==> src/hw/rtl/tsrs_pkg.sv <==
`default_nettype none

package tsrs_pkg;

   localparam int SUM_W  = 16;
   localparam int CNT_W  = 4;
   localparam int ADDR_W = 16;
   localparam int DATA_W = 32;

   localparam logic [ADDR_W-1:0] ADDR_START  = 16'h0000;
   localparam logic [ADDR_W-1:0] ADDR_RESULT = 16'h0010;

   localparam int NUM_RESET_TERMS = 10;
   localparam logic [11:0] RESET_TERMS [NUM_RESET_TERMS] = '{
      12'hEEF, 12'hBEE, 12'hDEA, 12'h0B0, 12'hB00,
      12'h123, 12'h987, 12'h645, 12'hB23, 12'hB63
   };

   typedef enum logic [1:0] {
      CMD_READ  = 2'd0,
      CMD_WRITE = 2'd1,
      CMD_TICK  = 2'd2,
      CMD_NONE  = 2'd3
   } cmd_type;

   typedef enum logic [1:0] {
      RESP_OK    = 2'd0,
      RESP_ADDR  = 2'd1,
      RESP_BURST = 2'd2,
      RESP_BE    = 2'd3
   } resp_type;

   typedef enum logic [1:0] {
      PHASE_IDLE    = 2'd0,
      PHASE_PENDING = 2'd1,
      PHASE_BUSY    = 2'd2
   } phase_type;

   typedef enum logic [1:0] {
      RD_NONE = 2'd0,
      RD_BUSY = 2'd1,
      RD_SUM  = 2'd2,
      RD_TERM = 2'd3
   } rd_src_type;

   typedef struct packed {
      resp_type   resp;
      rd_src_type rd_src;
      logic       wr_start;
      logic       wr_term;
      logic       tick;
   } dec_type;

   typedef struct packed {
      logic tick;
      logic start;
   } run_cmd_type;

   typedef struct packed {
      logic             busy_now;
      logic             busy_next;
      logic             done_next;
      logic [SUM_W-1:0] sum;
   } run_stat_type;

   function automatic logic [11:0] reset_term(input int idx, input int bits);
      logic [11:0] mask;
      mask = 12'((1 << bits) - 1);
      if (idx < NUM_RESET_TERMS) begin
         return RESET_TERMS[idx] & mask;
      end
      return 12'h000;
   endfunction

   function automatic logic [SUM_W-1:0] reset_total(input int num, input int bits);
      logic [SUM_W-1:0] acc;
      acc = '0;
      for (int i = 0; i < num; i++) begin
         acc = acc + SUM_W'(reset_term(i, bits));
      end
      return acc;
   endfunction

endpackage

`default_nettype wire

==> src/hw/rtl/tsrs_req_if.sv <==
`default_nettype none

interface tsrs_req_if;
   logic        valid;
   logic        ready;
   logic [1:0]  command;
   logic [15:0] byte_address;
   logic [31:0] write_data;
   logic        has_byte_enables;
   logic        stream_too_narrow;

   modport source (
      output valid, command, byte_address, write_data, has_byte_enables,
             stream_too_narrow,
      input  ready
   );

   modport sink (
      input  valid, command, byte_address, write_data, has_byte_enables,
             stream_too_narrow,
      output ready
   );
endinterface

`default_nettype wire

==> src/hw/rtl/tsrs_rsp_if.sv <==
`default_nettype none

interface tsrs_rsp_if;
   logic        valid;
   logic        ready;
   logic [15:0] read_data;
   logic [1:0]  response;
   logic        busy_res;
   logic        done_res;

   modport source (
      output valid, read_data, response, busy_res, done_res,
      input  ready
   );

   modport sink (
      input  valid, read_data, response, busy_res, done_res,
      output ready
   );
endinterface

`default_nettype wire

==> src/hw/rtl/tsrs_decode.sv <==
`default_nettype none

module tsrs_decode
   import tsrs_pkg::*;
#(
   parameter int NUM_TERMS  = 10,
   parameter int TERMS_BASE = 32,
   parameter int IDX_W      = 4
) (
   input  wire logic [1:0]        command,
   input  wire logic [ADDR_W-1:0] byte_address,
   input  wire logic              has_byte_enables,
   input  wire logic              stream_too_narrow,
   output dec_type                dec,
   output logic [IDX_W-1:0]       term_idx
);

   logic [ADDR_W-1:0] diff;
   logic              term_hit;
   cmd_type           cmd;

   assign cmd      = cmd_type'(command);
   assign diff     = byte_address - ADDR_W'(TERMS_BASE);
   assign term_hit = (byte_address >= ADDR_W'(TERMS_BASE)) &&
                     (diff[ADDR_W-1:2] < (ADDR_W-2)'(NUM_TERMS));
   assign term_idx = diff[IDX_W+1:2];

   always_comb begin
      dec = '{resp: RESP_OK, rd_src: RD_NONE, wr_start: 1'b0, wr_term: 1'b0,
              tick: 1'b0};
      case (cmd)
         CMD_TICK: begin
            dec.tick = 1'b1;
         end
         CMD_READ, CMD_WRITE: begin
            if (has_byte_enables) begin
               dec.resp = RESP_BE;
            end else if (stream_too_narrow) begin
               dec.resp = RESP_BURST;
            end else if (byte_address[1:0] != 2'b00) begin
               dec.resp = RESP_ADDR;
            end else if (cmd == CMD_READ) begin
               if (byte_address == ADDR_START) begin
                  dec.rd_src = RD_BUSY;
               end else if (byte_address == ADDR_RESULT) begin
                  dec.rd_src = RD_SUM;
               end else if (term_hit) begin
                  dec.rd_src = RD_TERM;
               end else begin
                  dec.resp = RESP_ADDR;
               end
            end else begin
               if (byte_address == ADDR_START) begin
                  dec.wr_start = 1'b1;
               end else if (term_hit) begin
                  dec.wr_term = 1'b1;
               end else begin
                  dec.resp = RESP_ADDR;
               end
            end
         end
         default: begin
         end
      endcase
   end

endmodule

`default_nettype wire

==> src/hw/rtl/tsrs_regfile.sv <==
`default_nettype none

module tsrs_regfile
   import tsrs_pkg::*;
#(
   parameter int               NUM_TERMS = 10,
   parameter int               TERM_BITS = 12,
   parameter int               IDX_W     = 4,
   parameter logic [SUM_W-1:0] RESET_SUM = '0
) (
   input  wire logic                 clock,
   input  wire logic                 reset,
   input  wire logic                 wr_en,
   input  wire logic [IDX_W-1:0]     idx,
   input  wire logic [TERM_BITS-1:0] wr_data,
   output logic [TERM_BITS-1:0]      rd_data,
   output logic [SUM_W-1:0]          total
);

   logic [TERM_BITS-1:0] term_ff [NUM_TERMS];
   logic [SUM_W-1:0]     total_ff;
   logic [SUM_W-1:0]     total_in;

   // running total keeps the sum of all terms ready at any time
   assign rd_data  = term_ff[idx];
   assign total_in = total_ff - SUM_W'(rd_data) + SUM_W'(wr_data);
   assign total    = total_ff;

   always_ff @(posedge clock) begin
      if (reset) begin
         for (int i = 0; i < NUM_TERMS; i++) begin
            term_ff[i] <= TERM_BITS'(reset_term(i, TERM_BITS));
         end
         total_ff <= RESET_SUM;
      end else if (wr_en) begin
         term_ff[idx] <= wr_data;
         total_ff     <= total_in;
      end
   end

endmodule

`default_nettype wire

==> src/hw/rtl/tsrs_run_ctrl.sv <==
`default_nettype none

module tsrs_run_ctrl
   import tsrs_pkg::*;
#(
   parameter logic [CNT_W-1:0] START_CNT = 4'd2,
   parameter logic [CNT_W-1:0] RUN_CNT   = 4'd10
) (
   input  wire logic             clock,
   input  wire logic             reset,
   input  wire run_cmd_type      cmd,
   input  wire logic [SUM_W-1:0] total,
   output run_stat_type          stat
);

   phase_type        phase_ff, phase_in;
   logic [CNT_W-1:0] cnt_ff, cnt_in, cnt_dec;
   logic [SUM_W-1:0] sum_ff, sum_in;
   logic             done_ff, done_in;

   always_ff @(posedge clock) begin
      if (reset) begin
         phase_ff <= PHASE_IDLE;
         cnt_ff   <= '0;
         sum_ff   <= '0;
         done_ff  <= 1'b0;
      end else begin
         phase_ff <= phase_in;
         cnt_ff   <= cnt_in;
         sum_ff   <= sum_in;
         done_ff  <= done_in;
      end
   end

   always_comb begin
      phase_in = phase_ff;
      cnt_in   = cnt_ff;
      sum_in   = sum_ff;
      done_in  = done_ff;
      cnt_dec  = (cnt_ff != '0) ? cnt_ff - 1'b1 : cnt_ff;
      if (cmd.tick) begin
         case (phase_ff)
            PHASE_PENDING: begin
               cnt_in = cnt_dec;
               if (cnt_dec == '0) begin
                  sum_in   = '0;
                  done_in  = 1'b0;
                  phase_in = PHASE_BUSY;
                  cnt_in   = RUN_CNT;
               end
            end
            PHASE_BUSY: begin
               cnt_in = cnt_dec;
               if (cnt_dec == '0) begin
                  sum_in   = total;
                  phase_in = PHASE_IDLE;
                  done_in  = 1'b1;
               end
            end
            default: begin
            end
         endcase
      end else if (cmd.start && (phase_ff == PHASE_IDLE)) begin
         phase_in = PHASE_PENDING;
         cnt_in   = START_CNT;
         if (START_CNT == '0) begin
            sum_in   = '0;
            done_in  = 1'b0;
            phase_in = PHASE_BUSY;
            cnt_in   = RUN_CNT;
         end
      end
      stat.busy_now  = (phase_ff == PHASE_BUSY);
      stat.busy_next = (phase_in == PHASE_BUSY);
      stat.done_next = done_in;
      stat.sum       = sum_ff;
   end

`ifndef SYNTHESIS
   a_busy_not_done: assert property (@(posedge clock) disable iff (reset)
      phase_ff == PHASE_BUSY |-> !done_ff)
      else $error("done set during a run");

   a_idle_cnt_zero: assert property (@(posedge clock) disable iff (reset)
      phase_ff == PHASE_IDLE |-> cnt_ff == '0)
      else $error("countdown left over while idle");

   a_busy_cnt_range: assert property (@(posedge clock) disable iff (reset)
      phase_ff == PHASE_BUSY |-> (cnt_ff <= RUN_CNT && cnt_ff != '0))
      else $error("run countdown out of range");

   a_run_cause: assert property (@(posedge clock) disable iff (reset)
      (phase_ff != phase_in) |-> (cmd.tick || cmd.start))
      else $error("phase changed without a tick or start");
`endif

endmodule

`default_nettype wire

==> src/hw/rtl/term_sum_register_slave.sv <==
// term_sum_register_slave
// Register-mapped slave that sums a table of term registers.
// req (sink): one transaction per item: a word read, a word write or a clock
//   tick, selected by command. Map: start at 0x00 (read gives busy), result
//   at 0x10 (read only), term i at 0x20 + 4*i.
// rsp (source): exactly one transaction per request, in order, carrying
//   read_data, response code and the busy and done flags after the request.
// Each request passes one input register and one result register, with the
//   decode, term file read and run control between them. Throughput is one
//   transaction per cycle while the receiver keeps rsp.ready high.
// The sum of the terms is kept as a running total updated on each term
//   write, so finishing a run is a single register load.
// A start write arms a run; START_DELAY ticks later the run begins and
//   RUN_TICKS ticks after that the sum is loaded and done rises.
// Reset (synchronous) loads the default terms, clears result, done and
//   countdown, and leaves both stages empty.
// When the receiver holds rsp.ready low, the result register holds its
//   transaction, the input register takes one more request, then req.ready
//   falls until the result is taken.
`default_nettype none

module term_sum_register_slave
   import tsrs_pkg::*;
#(
   parameter int NUM_TERMS   = 10,
   parameter int TERM_BITS   = 12,
   parameter int RUN_TICKS   = 10,
   parameter int START_DELAY = 2,
   parameter int TERMS_BASE  = 32
) (
   input  wire logic  clock,
   input  wire logic  reset,
   tsrs_req_if.sink   req,
   tsrs_rsp_if.source rsp
);

   localparam int               IDX_W     = (NUM_TERMS > 1) ? $clog2(NUM_TERMS) : 1;
   localparam logic [SUM_W-1:0] RESET_SUM = reset_total(NUM_TERMS, TERM_BITS);

   logic              in_valid_ff;
   logic [1:0]        cmd_ff;
   logic [ADDR_W-1:0] addr_ff;
   logic [DATA_W-1:0] wdata_ff;
   logic              be_ff;
   logic              narrow_ff;

   logic              rsp_valid_ff;
   logic [SUM_W-1:0]  rdata_ff, rdata_in;
   resp_type          resp_ff;
   logic              busy_ff;
   logic              done_ff;

   logic                 out_ready;
   logic                 in_ready;
   logic                 advance;
   dec_type              dec;
   logic [IDX_W-1:0]     term_idx;
   logic [TERM_BITS-1:0] term_rd;
   logic [SUM_W-1:0]     total;
   run_cmd_type          run_cmd;
   run_stat_type         stat;

   assign out_ready = !rsp_valid_ff || rsp.ready;
   assign in_ready  = !in_valid_ff || out_ready;
   assign advance   = in_valid_ff && out_ready;

   assign req.ready = in_ready;

   always_ff @(posedge clock) begin
      if (reset) begin
         in_valid_ff <= 1'b0;
      end else if (in_ready) begin
         in_valid_ff <= req.valid;
      end
   end

   always_ff @(posedge clock) begin
      if (in_ready && req.valid) begin
         cmd_ff    <= req.command;
         addr_ff   <= req.byte_address;
         wdata_ff  <= req.write_data;
         be_ff     <= req.has_byte_enables;
         narrow_ff <= req.stream_too_narrow;
      end
   end

   tsrs_decode #(
      .NUM_TERMS  (NUM_TERMS),
      .TERMS_BASE (TERMS_BASE),
      .IDX_W      (IDX_W)
   ) u_decode (
      .command           (cmd_ff),
      .byte_address      (addr_ff),
      .has_byte_enables  (be_ff),
      .stream_too_narrow (narrow_ff),
      .dec               (dec),
      .term_idx          (term_idx)
   );

   tsrs_regfile #(
      .NUM_TERMS (NUM_TERMS),
      .TERM_BITS (TERM_BITS),
      .IDX_W     (IDX_W),
      .RESET_SUM (RESET_SUM)
   ) u_regfile (
      .clock   (clock),
      .reset   (reset),
      .wr_en   (advance && dec.wr_term),
      .idx     (term_idx),
      .wr_data (wdata_ff[TERM_BITS-1:0]),
      .rd_data (term_rd),
      .total   (total)
   );

   assign run_cmd = '{tick: advance && dec.tick, start: advance && dec.wr_start};

   tsrs_run_ctrl #(
      .START_CNT (CNT_W'(START_DELAY)),
      .RUN_CNT   (CNT_W'(RUN_TICKS))
   ) u_run_ctrl (
      .clock (clock),
      .reset (reset),
      .cmd   (run_cmd),
      .total (total),
      .stat  (stat)
   );

   always_comb begin
      case (dec.rd_src)
         RD_BUSY: rdata_in = SUM_W'(stat.busy_now);
         RD_SUM:  rdata_in = stat.sum;
         RD_TERM: rdata_in = SUM_W'(term_rd);
         default: rdata_in = '0;
      endcase
   end

   always_ff @(posedge clock) begin
      if (reset) begin
         rsp_valid_ff <= 1'b0;
      end else if (out_ready) begin
         rsp_valid_ff <= in_valid_ff;
      end
   end

   always_ff @(posedge clock) begin
      if (advance) begin
         rdata_ff <= rdata_in;
         resp_ff  <= dec.resp;
         busy_ff  <= stat.busy_next;
         done_ff  <= stat.done_next;
      end
   end

   assign rsp.valid     = rsp_valid_ff;
   assign rsp.read_data = rdata_ff;
   assign rsp.response  = resp_ff;
   assign rsp.busy_res  = busy_ff;
   assign rsp.done_res  = done_ff;

endmodule

`default_nettype wire

==> src/flat_wrapper.sv <==
// flat-port wrapper written by rule: the top's interface ports become plain ports
module term_sum_register_slave_flat import tsrs_pkg::*;
#(
   parameter int NUM_TERMS   = 10,
   parameter int TERM_BITS   = 12,
   parameter int RUN_TICKS   = 10,
   parameter int START_DELAY = 2,
   parameter int TERMS_BASE  = 32
)
  (clock, reset, req_valid, req_command, req_byte_address, req_write_data, req_has_byte_enables, req_stream_too_narrow, req_ready, rsp_valid, rsp_read_data, rsp_response, rsp_busy_res, rsp_done_res, rsp_ready);
  tsrs_req_if req_i ();
  tsrs_rsp_if rsp_i ();
  input  wire logic clock;
  input  wire logic reset;
  input wire logic [$bits(req_i.valid)-1:0] req_valid;
  input wire logic [$bits(req_i.command)-1:0] req_command;
  input wire logic [$bits(req_i.byte_address)-1:0] req_byte_address;
  input wire logic [$bits(req_i.write_data)-1:0] req_write_data;
  input wire logic [$bits(req_i.has_byte_enables)-1:0] req_has_byte_enables;
  input wire logic [$bits(req_i.stream_too_narrow)-1:0] req_stream_too_narrow;
  output wire logic [$bits(req_i.ready)-1:0] req_ready;
  output wire logic [$bits(rsp_i.valid)-1:0] rsp_valid;
  output wire logic [$bits(rsp_i.read_data)-1:0] rsp_read_data;
  output wire logic [$bits(rsp_i.response)-1:0] rsp_response;
  output wire logic [$bits(rsp_i.busy_res)-1:0] rsp_busy_res;
  output wire logic [$bits(rsp_i.done_res)-1:0] rsp_done_res;
  input wire logic [$bits(rsp_i.ready)-1:0] rsp_ready;
  assign req_i.valid = req_valid;
  assign req_i.command = req_command;
  assign req_i.byte_address = req_byte_address;
  assign req_i.write_data = req_write_data;
  assign req_i.has_byte_enables = req_has_byte_enables;
  assign req_i.stream_too_narrow = req_stream_too_narrow;
  assign req_ready = req_i.ready;
  assign rsp_valid = rsp_i.valid;
  assign rsp_read_data = rsp_i.read_data;
  assign rsp_response = rsp_i.response;
  assign rsp_busy_res = rsp_i.busy_res;
  assign rsp_done_res = rsp_i.done_res;
  assign rsp_i.ready = rsp_ready;
  term_sum_register_slave #(.NUM_TERMS(NUM_TERMS), .TERM_BITS(TERM_BITS), .RUN_TICKS(RUN_TICKS), .START_DELAY(START_DELAY), .TERMS_BASE(TERMS_BASE)) u_core (.clock(clock), .reset(reset), .req(req_i), .rsp(rsp_i));
endmodule
==> config.mk <==
export PLATFORM = sky130hd
export DESIGN_NAME = term_sum_register_slave_flat
export DESIGN_NICKNAME = d
export VERILOG_FILES = /design/src/hw/rtl/tsrs_pkg.sv /design/src/hw/rtl/tsrs_req_if.sv /design/src/hw/rtl/tsrs_rsp_if.sv /design/src/hw/rtl/tsrs_decode.sv /design/src/hw/rtl/tsrs_regfile.sv /design/src/hw/rtl/tsrs_run_ctrl.sv /design/src/hw/rtl/term_sum_register_slave.sv /design/src/flat_wrapper.sv
export SDC_FILE = /design/constraint.sdc
export NUM_CORES = 1
export LEC_CHECK = 0
export BUFFER_PORTS_ARGS = -buffer_cell sky130_fd_sc_hd__buf_2
export CORE_MARGIN = 4
export CORE_UTILIZATION = 50
export CTS_BUF_LIST = sky130_fd_sc_hd__clkbuf_4
export DETAILED_ROUTE_END_ITERATION = 8
export PLACE_DENSITY = 0.66
export SYNTH_ARGS = -nofsm -noshare
export SYNTH_HDL_FRONTEND = slang
export SYNTH_HIERARCHICAL = 1
export SYNTH_SLANG_ARGS = --single-unit
==> constraint.sdc <==
create_clock -name clock -period 5 [get_ports clock]
set_input_delay 1 -clock clock [delete_from_list [all_inputs] [get_ports clock]]
set_output_delay 1 -clock clock [all_outputs]
set_load 0.01 [all_outputs]
==> results of run 1 <==
==> area by class of cell <==
cell class	instances	area (sq um)
clock buffers	112	840.8
inverters	79	296.5
diodes	1	2.502
flip-flops and latches	285	8148
clock inverters	14	65.06
fillers	2160	11260
repair buffers	79	475.5
well taps	335	419.2
multi-input cells	531	4473
==> synthesized netlist by cell type, drive strengths merged, types with 7 or more instances <==
cell type,count,share of area [%]
a22o,17,1.1
nor3,19,0.97
nand2,94,2.7
buf,26,1.5
o21a,8,0.46
fa,12,1.8
and2,7,0.35
nor2,107,3.1
nand3,13,0.49
o211ai,7,0.40
mux2i,13,0.99
o21ai,16,0.64
a21oi,19,0.72
edfxtp,244,56
ha,21,2.0
inv,78,2.2
nor2b,16,0.76
nand4,7,0.33
mux4,60,11
dfxtp,41,6.2
clkbuf,12,0.34
==> worst paths after layout <==
check,slack [ns],end
worst max-delay path,0.63,u_core/u_regfile/term_ff[6][8]
worst min-delay path,0.46,u_core/u_run_ctrl/sum_ff[5]
worst max register to register,0.63,u_core/u_regfile/term_ff[6][8]
worst min register to register,0.46,u_core/u_run_ctrl/sum_ff[5]
==> layer usage <==
| metal | GRT usage, % | vias to the layer above | routed length [microns] |
|---|---|---|---|
| met1 | 26.91 | 4024 | 12080 |
| met4 | 7.778 | 0 | 741 |
| li1 | - | 3777 | - |
| met3 | 4.158 | 58 | 1868 |
| met5 | 0 | - | 0 |
| met2 | 33.55 | 269 | 14510 |
==> sequential cells by signal (all words and copies together), names as in the netlist <==
register and cells:
u_core/rsp.response 2, u_core/rsp.done_res 1, u_core/in_valid_ff 1, u_core/u_run_ctrl/sum_ff 16, u_core/wdata_ff 12, u_core/u_run_ctrl/done_ff 1, u_core/u_regfile/term_ff 192, u_core/be_ff 1
u_core/addr_ff 16, u_core/u_run_ctrl/cnt_ff 4, u_core/u_run_ctrl/phase_ff 2, u_core/cmd_ff 2, u_core/narrow_ff 1, u_core/rsp.busy_res 1, u_core/rsp.valid 1, u_core/rsp.read_data 16
u_core/u_regfile/total 16
==> worst max-delay path, cell delays in order, from the launching register on <==
cell	delay [ns]
edfxtp_1	0.55
inv_1	0.11
ha_1	0.27
xnor2_1	0.21
and3_1	0.21
or4b_1	0.48
nor2_1	0.16
and3_1	0.35
nand2_1	0.19
nor3_1	0.37
nand3_1	0.41
nand2_1	0.68
==> stage by stage <==
stage	instances	util (%)	instance area [sq um]	power (uW)	worst slack, ns
after floorplan	933	-	13160	2991	0.9910
after global placement	1309	53.15	13810	3097	0.6712
after detailed placement	1309	53.15	13810	3103	0.6572
after CTS	1435	56.64	14720	5051	0.6329
after global routing	1436	56.65	14720	5220	0.4539
final	1436	56.65	14720	4976	0.6269
==> power by group <==
group          internal, uW  switching [uW]  total [uW]
sequential             2610            25.8        2640
combinational           172             240         412
clock                  1020             905        1920
total                  3810            1170        4980
==> logic make-up (layout without fill, tap and decap cells) <==
| logic type | Yosys count | count (layout) |
|---|---|---|
| simple gates | 302 | 302 |
| flops | 285 | 285 |
| buf+inv | 117 | 284 |
| compound gates | 110 | 110 |
| mux | 75 | 75 |
| fa+ha+maj | 33 | 33 |
| xor+xnor | 11 | 11 |
| other cells | 0 | 1 |
==> impl_metrics.py, run 1 <==
metrics = {
    "floorplanning": {
        "start_util_pct": 50.65,
        "die-height_microns": 170.2,
        "std_cell_rows": 59,
        "die_w_microns": 170.2,
        "core-area_sq_um": 25980,
        "ios": 78,
        "die_area_sq_um": 28980,
    },
    "cells_and_area": {
        "fin_nets": 1141,
        "drive_gt1_share_pct": 22.55,
        "area_growth_syn_to_layout_pct": 11.85,
        "layout_commonest_cell": "edfxtp_1",
        "mostFrequentLayoutCells": "edfxtp_1, clkbuf_4, nor2_1",
    },
    "timing": {
        "hold_violations": 0,
        "fin_skew_ns": 0.03339,
        "finalSetupViolations": 0,
        "max_freq_ghz": 0.2287,
        "period_minus_slack_ns": 4.373,
        "worstMarginPinSlew_ns": 0.9000,
        "fin_crit_sh_pct": 87.46,
        "fin_tns_setup_ns": 0,
        "grt_setup_unrepaired": "false",
        "max_slew_margin_pct": 39.67,
        "maxSlewViolCount": 0,
        "hold_slack_ns": 0.4577,
    },
    "logic_synthesis": {
        "yosys_warnings": 6,
        "ys_types": 77,
        "netlist_instances": 933,
        "ys_ff_latch": 285,
        "syn_avg_cell_area_sq_um": 14.11,
        "synth_simple_gate_area_share_pct": 10.94,
        "synth_fp_nets": 1022,
        "syn-cell-area_sq_um": 13160,
        "synth_xor_area_share_pct": 0.7320,
        "synth-edff-count": 244,
        "synth.area.mux_share_pct": 12.23,
        "synthArstFlopShare_pct": 0,
        "ys.flop_type": "edfxtp_1",
        "synth_fa_ha_area_share_pct": 3.822,
        "synth-compound-area-share_pct": 6.265,
        "ys_seq_area_share_pct": 61.91,
        "synth_top_family_by_area": "multiplexers",
    },
    "run": {
        "cap_violations": 0,
    },
    "worst_hold_path": {
        "worstHoldStart": "u_core/u_regfile/total[5]",
        "whs_path_depth": 1,
        "min_path_type": "reg2reg",
    },
    "worst_setup_path": {
        "crit_path_start": "u_core/addr_ff[5]",
        "path_max_fanout": 12,
        "required_ns": 5.28,
        "reg2reg_from": "u_core/addr_ff[5]",
        "cp-start-kind": "flip-flop",
        "r2r_cells": 11,
        "cp.arrival_ns": 4.65,
        "crit_type": "reg2reg",
        "end_kind": "flip-flop",
    },
    "clock_network": {
        "clock-sinks": 285,
        "cts_buffers": 76,
        "clock_latency_ns": 0.68,
        "clk_pin_slew_ns": 0.07,
        "root_buffer": "clkbuf_4",
        "cts_tree": "built",
        "cts_buffer_depth": 3,
        "cts-htree-levels": 3,
        "cts-hold-fix-buffers": 0,
        "ctsResizeCount": 0,
        "postCtsSetupBuffers": 0,
    },
    "detailed_routing": {
        "drtIter0Drc": 596,
        "vias_per_cell": 5.660,
        "firstDrtPassIters": 5,
        "drt.antenna.violating_nets": 0,
        "wl_microns": 29200,
        "wl_per_cell_microns": 20.34,
        "vias": 8128,
        "drc": 0,
    },
    "placement": {
        "dp_hpwl_microns": 19790,
        "gp_congestion": 0.8475,
        "portBuffers": 57,
    },
    "status": {
        "outcome": "completed",
    },
    "power": {
        "vdd_drop_max_v": 0.0001831,
        "power_density_nw_per_um2": 338.0,
        "p_leak_uw": 0.005325,
    },
    "global_route": {
        "grt_pass1_vias": 8173,
        "gr-total-overflow": 0,
        "grt_start_max_net_pins": 61,
        "grt.total_usage_pct": 20.37,
        "grt_antenna_before_repair": 1,
        "grt_pass1_wl_microns": 45090,
    },
}
Power figures use the tool's default switching activity.
==> run 2: changes to the inputs <==
--- a/config.mk
+++ b/config.mk
@@ -7,10 +7,12 @@
 export LEC_CHECK = 0
 export BUFFER_PORTS_ARGS = -buffer_cell sky130_fd_sc_hd__buf_2
 export CORE_MARGIN = 4
-export CORE_UTILIZATION = 50
+export CORE_UTILIZATION = 40
 export CTS_BUF_LIST = sky130_fd_sc_hd__clkbuf_4
 export DETAILED_ROUTE_END_ITERATION = 8
-export PLACE_DENSITY = 0.66
+export MAX_ROUTING_LAYER = met4
+export PLACE_DENSITY = 0.54
+export SKIP_LAST_GASP = 1
 export SYNTH_ARGS = -nofsm -noshare
 export SYNTH_HDL_FRONTEND = slang
 export SYNTH_HIERARCHICAL = 1
==> run 2 against run 1 <==
Net effect: clock skew decreased by 0.0080 ns; critical endpoint is now u_core/u_regfile/total[15]; via count decreased by 1.0%; count of clock-buffer cells in the layout increased by 4; largest power group unchanged; critical path depth increased by 1; non-clock buffer count increased by 11; sequential power about the same; utilization decreased by 11 points; final area increased by 1.8%; die area increased by 24%; routed wire length increased by 7.0%.
==> impl_metrics.py, run 2 (synthesis gave the netlist of run 1 again) <==
metrics = {
    "clock_network": {
        "cts-hold-fix-buffers": 0,
        "root_buffer": "clkbuf_4",
        "postCtsSetupBuffers": 0,
        "cts-htree-levels": 3,
        "clock-sinks": 285,
        "cts_tree": "built",
        "clk_pin_slew_ns": 0.07,
        "cts_buffers": 77,
        "ctsResizeCount": 0,
        "clock_latency_ns": 0.70,
        "cts_buffer_depth": 3,
    },
    "worst_setup_path": {
        "reg2reg_slack_ns": 0.65,
        "reg2reg_from": "u_core/addr_ff[2]",
        "crit_type": "reg2reg",
        "reg2reg_to": "u_core/u_regfile/total[15]",
        "required_ns": 5.59,
        "end_kind": "flip-flop",
        "path_max_fanout": 41,
        "crit_path_start": "u_core/addr_ff[2]",
        "r2r_cells": 12,
        "critPathCapture": "u_core/u_regfile/total[15]",
        "cp.arrival_ns": 4.94,
        "cp-start-kind": "flip-flop",
    },
    "timing": {
        "max_freq_ghz": 0.2300,
        "fin_crit_sh_pct": 86.97,
        "maxSlewViolCount": 0,
        "hold_slack_ns": 0.4696,
        "finalSetupViolations": 0,
        "max_slew_margin_pct": 27.85,
        "worstMarginPinSlew_ns": 1.075,
        "period_minus_slack_ns": 4.348,
        "fin_skew_ns": 0.02543,
        "grt_setup_unrepaired": "false",
        "fin_tns_setup_ns": 0,
        "hold_violations": 0,
    },
    "status": {
        "outcome": "completed",
    },
    "global_route": {
        "globalRouteMet1Util_pct": 23.08,
        "grt_antenna_before_repair": 2,
        "gr-total-overflow": 0,
        "grt_pass1_vias": 8266,
        "grt-busiest-layer": "met2",
        "use_met3_pct": 5.070,
        "met2_usage_pct": 28.19,
        "grt.total_usage_pct": 18.27,
        "grt_pass1_wl_microns": 48070,
        "grt_start_max_net_pins": 61,
    },
    "cells_and_area": {
        "final-seq-area_sq_um": 8148,
        "drive_gt1_share_pct": 23.32,
        "mostFrequentLayoutCells": "edfxtp_1, clkbuf_4, nor2_1",
        "multi_input_area_sq_um": 4474,
        "fin_nets": 1153,
        "largest_reg_flops": 192,
        "area_growth_syn_to_layout_pct": 13.84,
        "largest-register": "u_core/u_regfile/term_ff",
        "fill_cells": 3030,
        "utilization_pct": 46.05,
        "layout_commonest_cell": "edfxtp_1",
    },
    "floorplanning": {
        "die-height_microns": 189.4,
        "start_util_pct": 40.45,
        "std_cell_rows": 66,
        "core-area_sq_um": 32540,
        "ios": 78,
        "die_area_sq_um": 35870,
        "die_w_microns": 189.4,
    },
    "detailed_routing": {
        "vias": 8044,
        "drc": 0,
        "wl_per_cell_microns": 20.00,
        "vias_per_cell": 5.147,
        "drtIter0Drc": 548,
        "wl_microns": 31260,
        "firstDrtPassIters": 4,
        "drt.antenna.violating_nets": 0,
    },
    "power": {
        "sw_frac_of_total_pct": 23.84,
        "cell_internal_pwr_uw": 3842,
        "switching_power_uw": 1202,
        "seqPwrFrac_pct": 52.4,
        "power_frac_comb_pct": 8.3,
        "vdd_drop_max_v": 0.0001799,
        "p_clk_share_pct": 39.3,
        "power_density_nw_per_um2": 336.7,
        "p_leak_uw": 0.005400,
    },
    "worst_hold_path": {
        "min_path_type": "in2reg",
        "worstHoldStart": "req_write_data[5]",
    },
    "run": {
        "cap_violations": 0,
    },
    "placement": {
        "portBuffers": 57,
        "dp_hpwl_microns": 21000,
        "gp_congestion": 0.8370,
    },
}
run 2: power groups by stage:
stage,combinational (uW),sequential [uW],clock (uW)
after global placement,417,2690,0
after detailed placement,420,2690,0
after global routing,462,2640,2190
final,419,2640,1980
after CTS,421,2640,2070
after floorplan,310,2680,0
run 2: how the worst min path moves through the flow:
| stage | end | slack (ns) | cells past startpoint |
|---|---|---|---|
| after floorplan | u_core/u_run_ctrl/sum_ff[12] | 0.43 | 1 |
| after global placement | u_core/u_run_ctrl/sum_ff[15] | 0.45 | 1 |
| after detailed placement | u_core/u_run_ctrl/sum_ff[12] | 0.46 | 1 |
| after CTS | u_core/wdata_ff[5] | 0.39 | 1 |
| after global routing | u_core/wdata_ff[9] | 0.38 | 1 |
| final | u_core/wdata_ff[5] | 0.47 | 1 |
run 2: metal layers:
metal / share of wire [%] / up-vias
met1: 43 / 3897
met3: 7.1 / 76
met2: 47 / 259
li1: - / 3812
met5: 0 / -
met4: 3.1 / 0
run 2: final cells by class:
class                   instances  area share, %
flip-flops and latches        285          54.38
multi-input cells             531          29.86
clock buffers                 116          5.812
repair buffers                 90          3.724
well taps                     442          3.691
inverters                      79          1.979
clock inverters                18         0.5177
diodes                          2        0.03340
run 2: per-stage QoR:
stage / area, sq um / worst slack [ns] / cells / total power (uW)
finish: 14980 / 0.6516 / 1563 / 5044
global route: 14980 / 0.3717 / 1563 / 5301
CTS: 14980 / 0.5761 / 1561 / 5133
detailed placement: 14030 / 0.5899 / 1427 / 3112
global placement: 14030 / 0.6042 / 1427 / 3109
floorplan: 13160 / 0.9910 / 933 / 2991
run 2: critical path, stage by stage (launching register included):
cell and delay [ns]:
edfxtp_1 0.43, buf_12 0.32, mux4_1 0.65, mux4_2 0.59
fa_1 0.52, inv_1 0.04, ha_1 0.34, o211ai_1 0.12
o21ai_2 0.22, o221ai_2 0.15, and2_4 0.17, o311ai_2 0.30
mux2_2 0.36
==> run 3: changes to the inputs <==
--- a/config.mk
+++ b/config.mk
@@ -8,8 +8,8 @@
 export BUFFER_PORTS_ARGS = -buffer_cell sky130_fd_sc_hd__buf_2
 export CORE_MARGIN = 4
 export CORE_UTILIZATION = 40
-export CTS_BUF_LIST = sky130_fd_sc_hd__clkbuf_4
 export DETAILED_ROUTE_END_ITERATION = 8
+export GPL_ROUTABILITY_DRIVEN = 1
 export MAX_ROUTING_LAYER = met4
 export PLACE_DENSITY = 0.54
 export SKIP_LAST_GASP = 1
==> constraint.sdc (replaced) <==
create_clock -name clock -period 5 [get_ports clock]
set_input_delay 0.5 -clock clock [delete_from_list [all_inputs] [get_ports clock]]
set_output_delay 0.5 -clock clock [all_outputs]
set_load 0.01 [all_outputs]
==> run 3 against run 2 <==
Net effect: register-to-register slack worse by 0.03 ns; non-clock buffer count increased by 3; largest cell class unchanged; worst hold slack lost 0.34 ns; utilization is essentially flat.
==> impl_metrics.py, run 3 (synthesis gave the netlist of run 1 again) <==
metrics = {
    "cells_and_area": {
        "drive_gt1_share_pct": 17.85,
        "area_growth_syn_to_layout_pct": 13.85,
        "fin_nets": 1109,
        "mostFrequentLayoutCells": "edfxtp_1, nor2_1, nand2_1",
        "fill_cells": 2952,
        "largest-register": "u_core/u_regfile/term_ff",
        "instances_no_fill": 1484,
        "multi_input_area_sq_um": 4474,
        "final-seq-area_sq_um": 8148,
        "layout_commonest_cell": "edfxtp_1",
        "largest_reg_flops": 192,
        "diodes": 0,
    },
    "global_route": {
        "grt_pass1_wl_microns": 47040,
        "grt_pass1_vias": 7645,
        "grt_antenna_before_repair": 0,
        "grt_start_max_net_pins": 61,
        "gr-total-overflow": 0,
        "grt.total_usage_pct": 17.53,
    },
    "clock_network": {
        "clock-sinks": 285,
        "postCtsSetupBuffers": 0,
        "cts-hold-fix-buffers": 0,
        "cts-htree-levels": 1,
        "clk_pin_slew_ns": 0.06,
        "ctsResizeCount": 0,
        "clock_latency_ns": 0.55,
        "cts_buffers": 30,
        "cts_buffer_depth": 3,
        "cts_tree": "built",
        "root_buffer": "clkbuf_16",
    },
    "floorplanning": {
        "std_cell_rows": 66,
        "die-height_microns": 189.4,
        "start_util_pct": 40.45,
        "core-area_sq_um": 32540,
        "ios": 78,
        "die_w_microns": 189.4,
        "die_area_sq_um": 35870,
    },
    "detailed_routing": {
        "drtIter0Drc": 637,
        "firstDrtPassIters": 5,
        "wl_per_cell_microns": 20.72,
        "drc": 0,
        "vias": 7788,
        "drt.antenna.violating_nets": 0,
        "vias_per_cell": 5.248,
        "wl_microns": 30750,
    },
    "timing": {
        "hold_violations": 0,
        "hold_slack_ns": 0.1259,
        "finalSetupViolations": 0,
        "max_freq_ghz": 0.2286,
        "fin_skew_ns": 0.01998,
        "maxSlewViolCount": 0,
        "max_slew_margin_pct": 40.56,
        "worstMarginPinSlew_ns": 0.8915,
        "fin_tns_setup_ns": 0,
        "fin_crit_sh_pct": 87.49,
        "grt_setup_unrepaired": "false",
        "period_minus_slack_ns": 4.375,
    },
    "worst_setup_path": {
        "cp.arrival_ns": 4.81,
        "end_kind": "flip-flop",
        "required_ns": 5.44,
        "cp-start-kind": "flip-flop",
        "crit_type": "reg2reg",
        "path_max_fanout": 29,
    },
    "placement": {
        "dp_hpwl_microns": 20900,
        "portBuffers": 57,
        "gp_congestion": 0.8494,
        "post-place-cells": 1430,
    },
    "status": {
        "outcome": "completed",
    },
    "run": {
        "cap_violations": 0,
    },
    "power": {
        "power_density_nw_per_um2": 344.9,
        "vdd_drop_max_v": 0.0002663,
        "p_leak_uw": 0.005313,
    },
    "worst_hold_path": {
        "min_path_type": "in2reg",
    },
}
## run 3: area by class of cell
class | count | share of cell area (%)
multi-input combinational | 531 | 29.86
tap | 442 | 3.691
clock inverter | 12 | 0.5678
timing repair buffer | 93 | 3.874
sequential | 285 | 54.38
inverter | 79 | 1.979
clock buffer | 42 | 5.653
## run 3: routing by layer
metal,track usage [%],vias up,share of wire (%)
li1,-,3671,-
met5,-,-,0
met3,2.286,44,4.8
met2,27.80,200,48
met1,24.72,3873,46
met4,3.450,0,1.7
## run 3: worst paths after layout
path / cells after the start / from / endpoint / slack, ns
worst min register to register: 1 / u_core/u_run_ctrl/sum_ff[13] / u_core/u_run_ctrl/sum_ff[13] / 0.47
worst max register to register: 13 / u_core/addr_ff[2] / u_core/u_regfile/total[15] / 0.63
worst min-delay path: 1 / req_byte_address[11] / u_core/addr_ff[11] / 0.13
worst max-delay path: 13 / u_core/addr_ff[2] / u_core/u_regfile/total[15] / 0.63
## run 3: where the power goes
group	total, uW	internal [uW]	switching (uW)
clock	2110	1220	884
sequential	2640	2610	26.3
combinational	420	174	246
total	5170	4010	1160
## run 3: per-stage QoR
stage	setup WS, ns	power, uW	util (%)	cell area [sq um]
global route	0.3800	5379	46.05	14980
detailed placement	0.5755	3113	43.19	14050
floorplan	0.9910	2991	-	13160
finish	0.6255	5168	46.05	14980
CTS	0.5843	5218	46.05	14980
global placement	0.6018	3112	43.19	14050
## run 3: critical path, stage by stage (launching register included)
cell      delay, ns
edfxtp_1       0.37
buf_12         0.25
buf_4          0.24
mux4_1         0.57
mux4_2         0.59
fa_1           0.52
inv_1          0.04
ha_1           0.34
o211ai_1       0.12
o21ai_2        0.23
o221ai_2       0.15
and2_4         0.17
o311ai_2       0.29
mux2_2         0.36
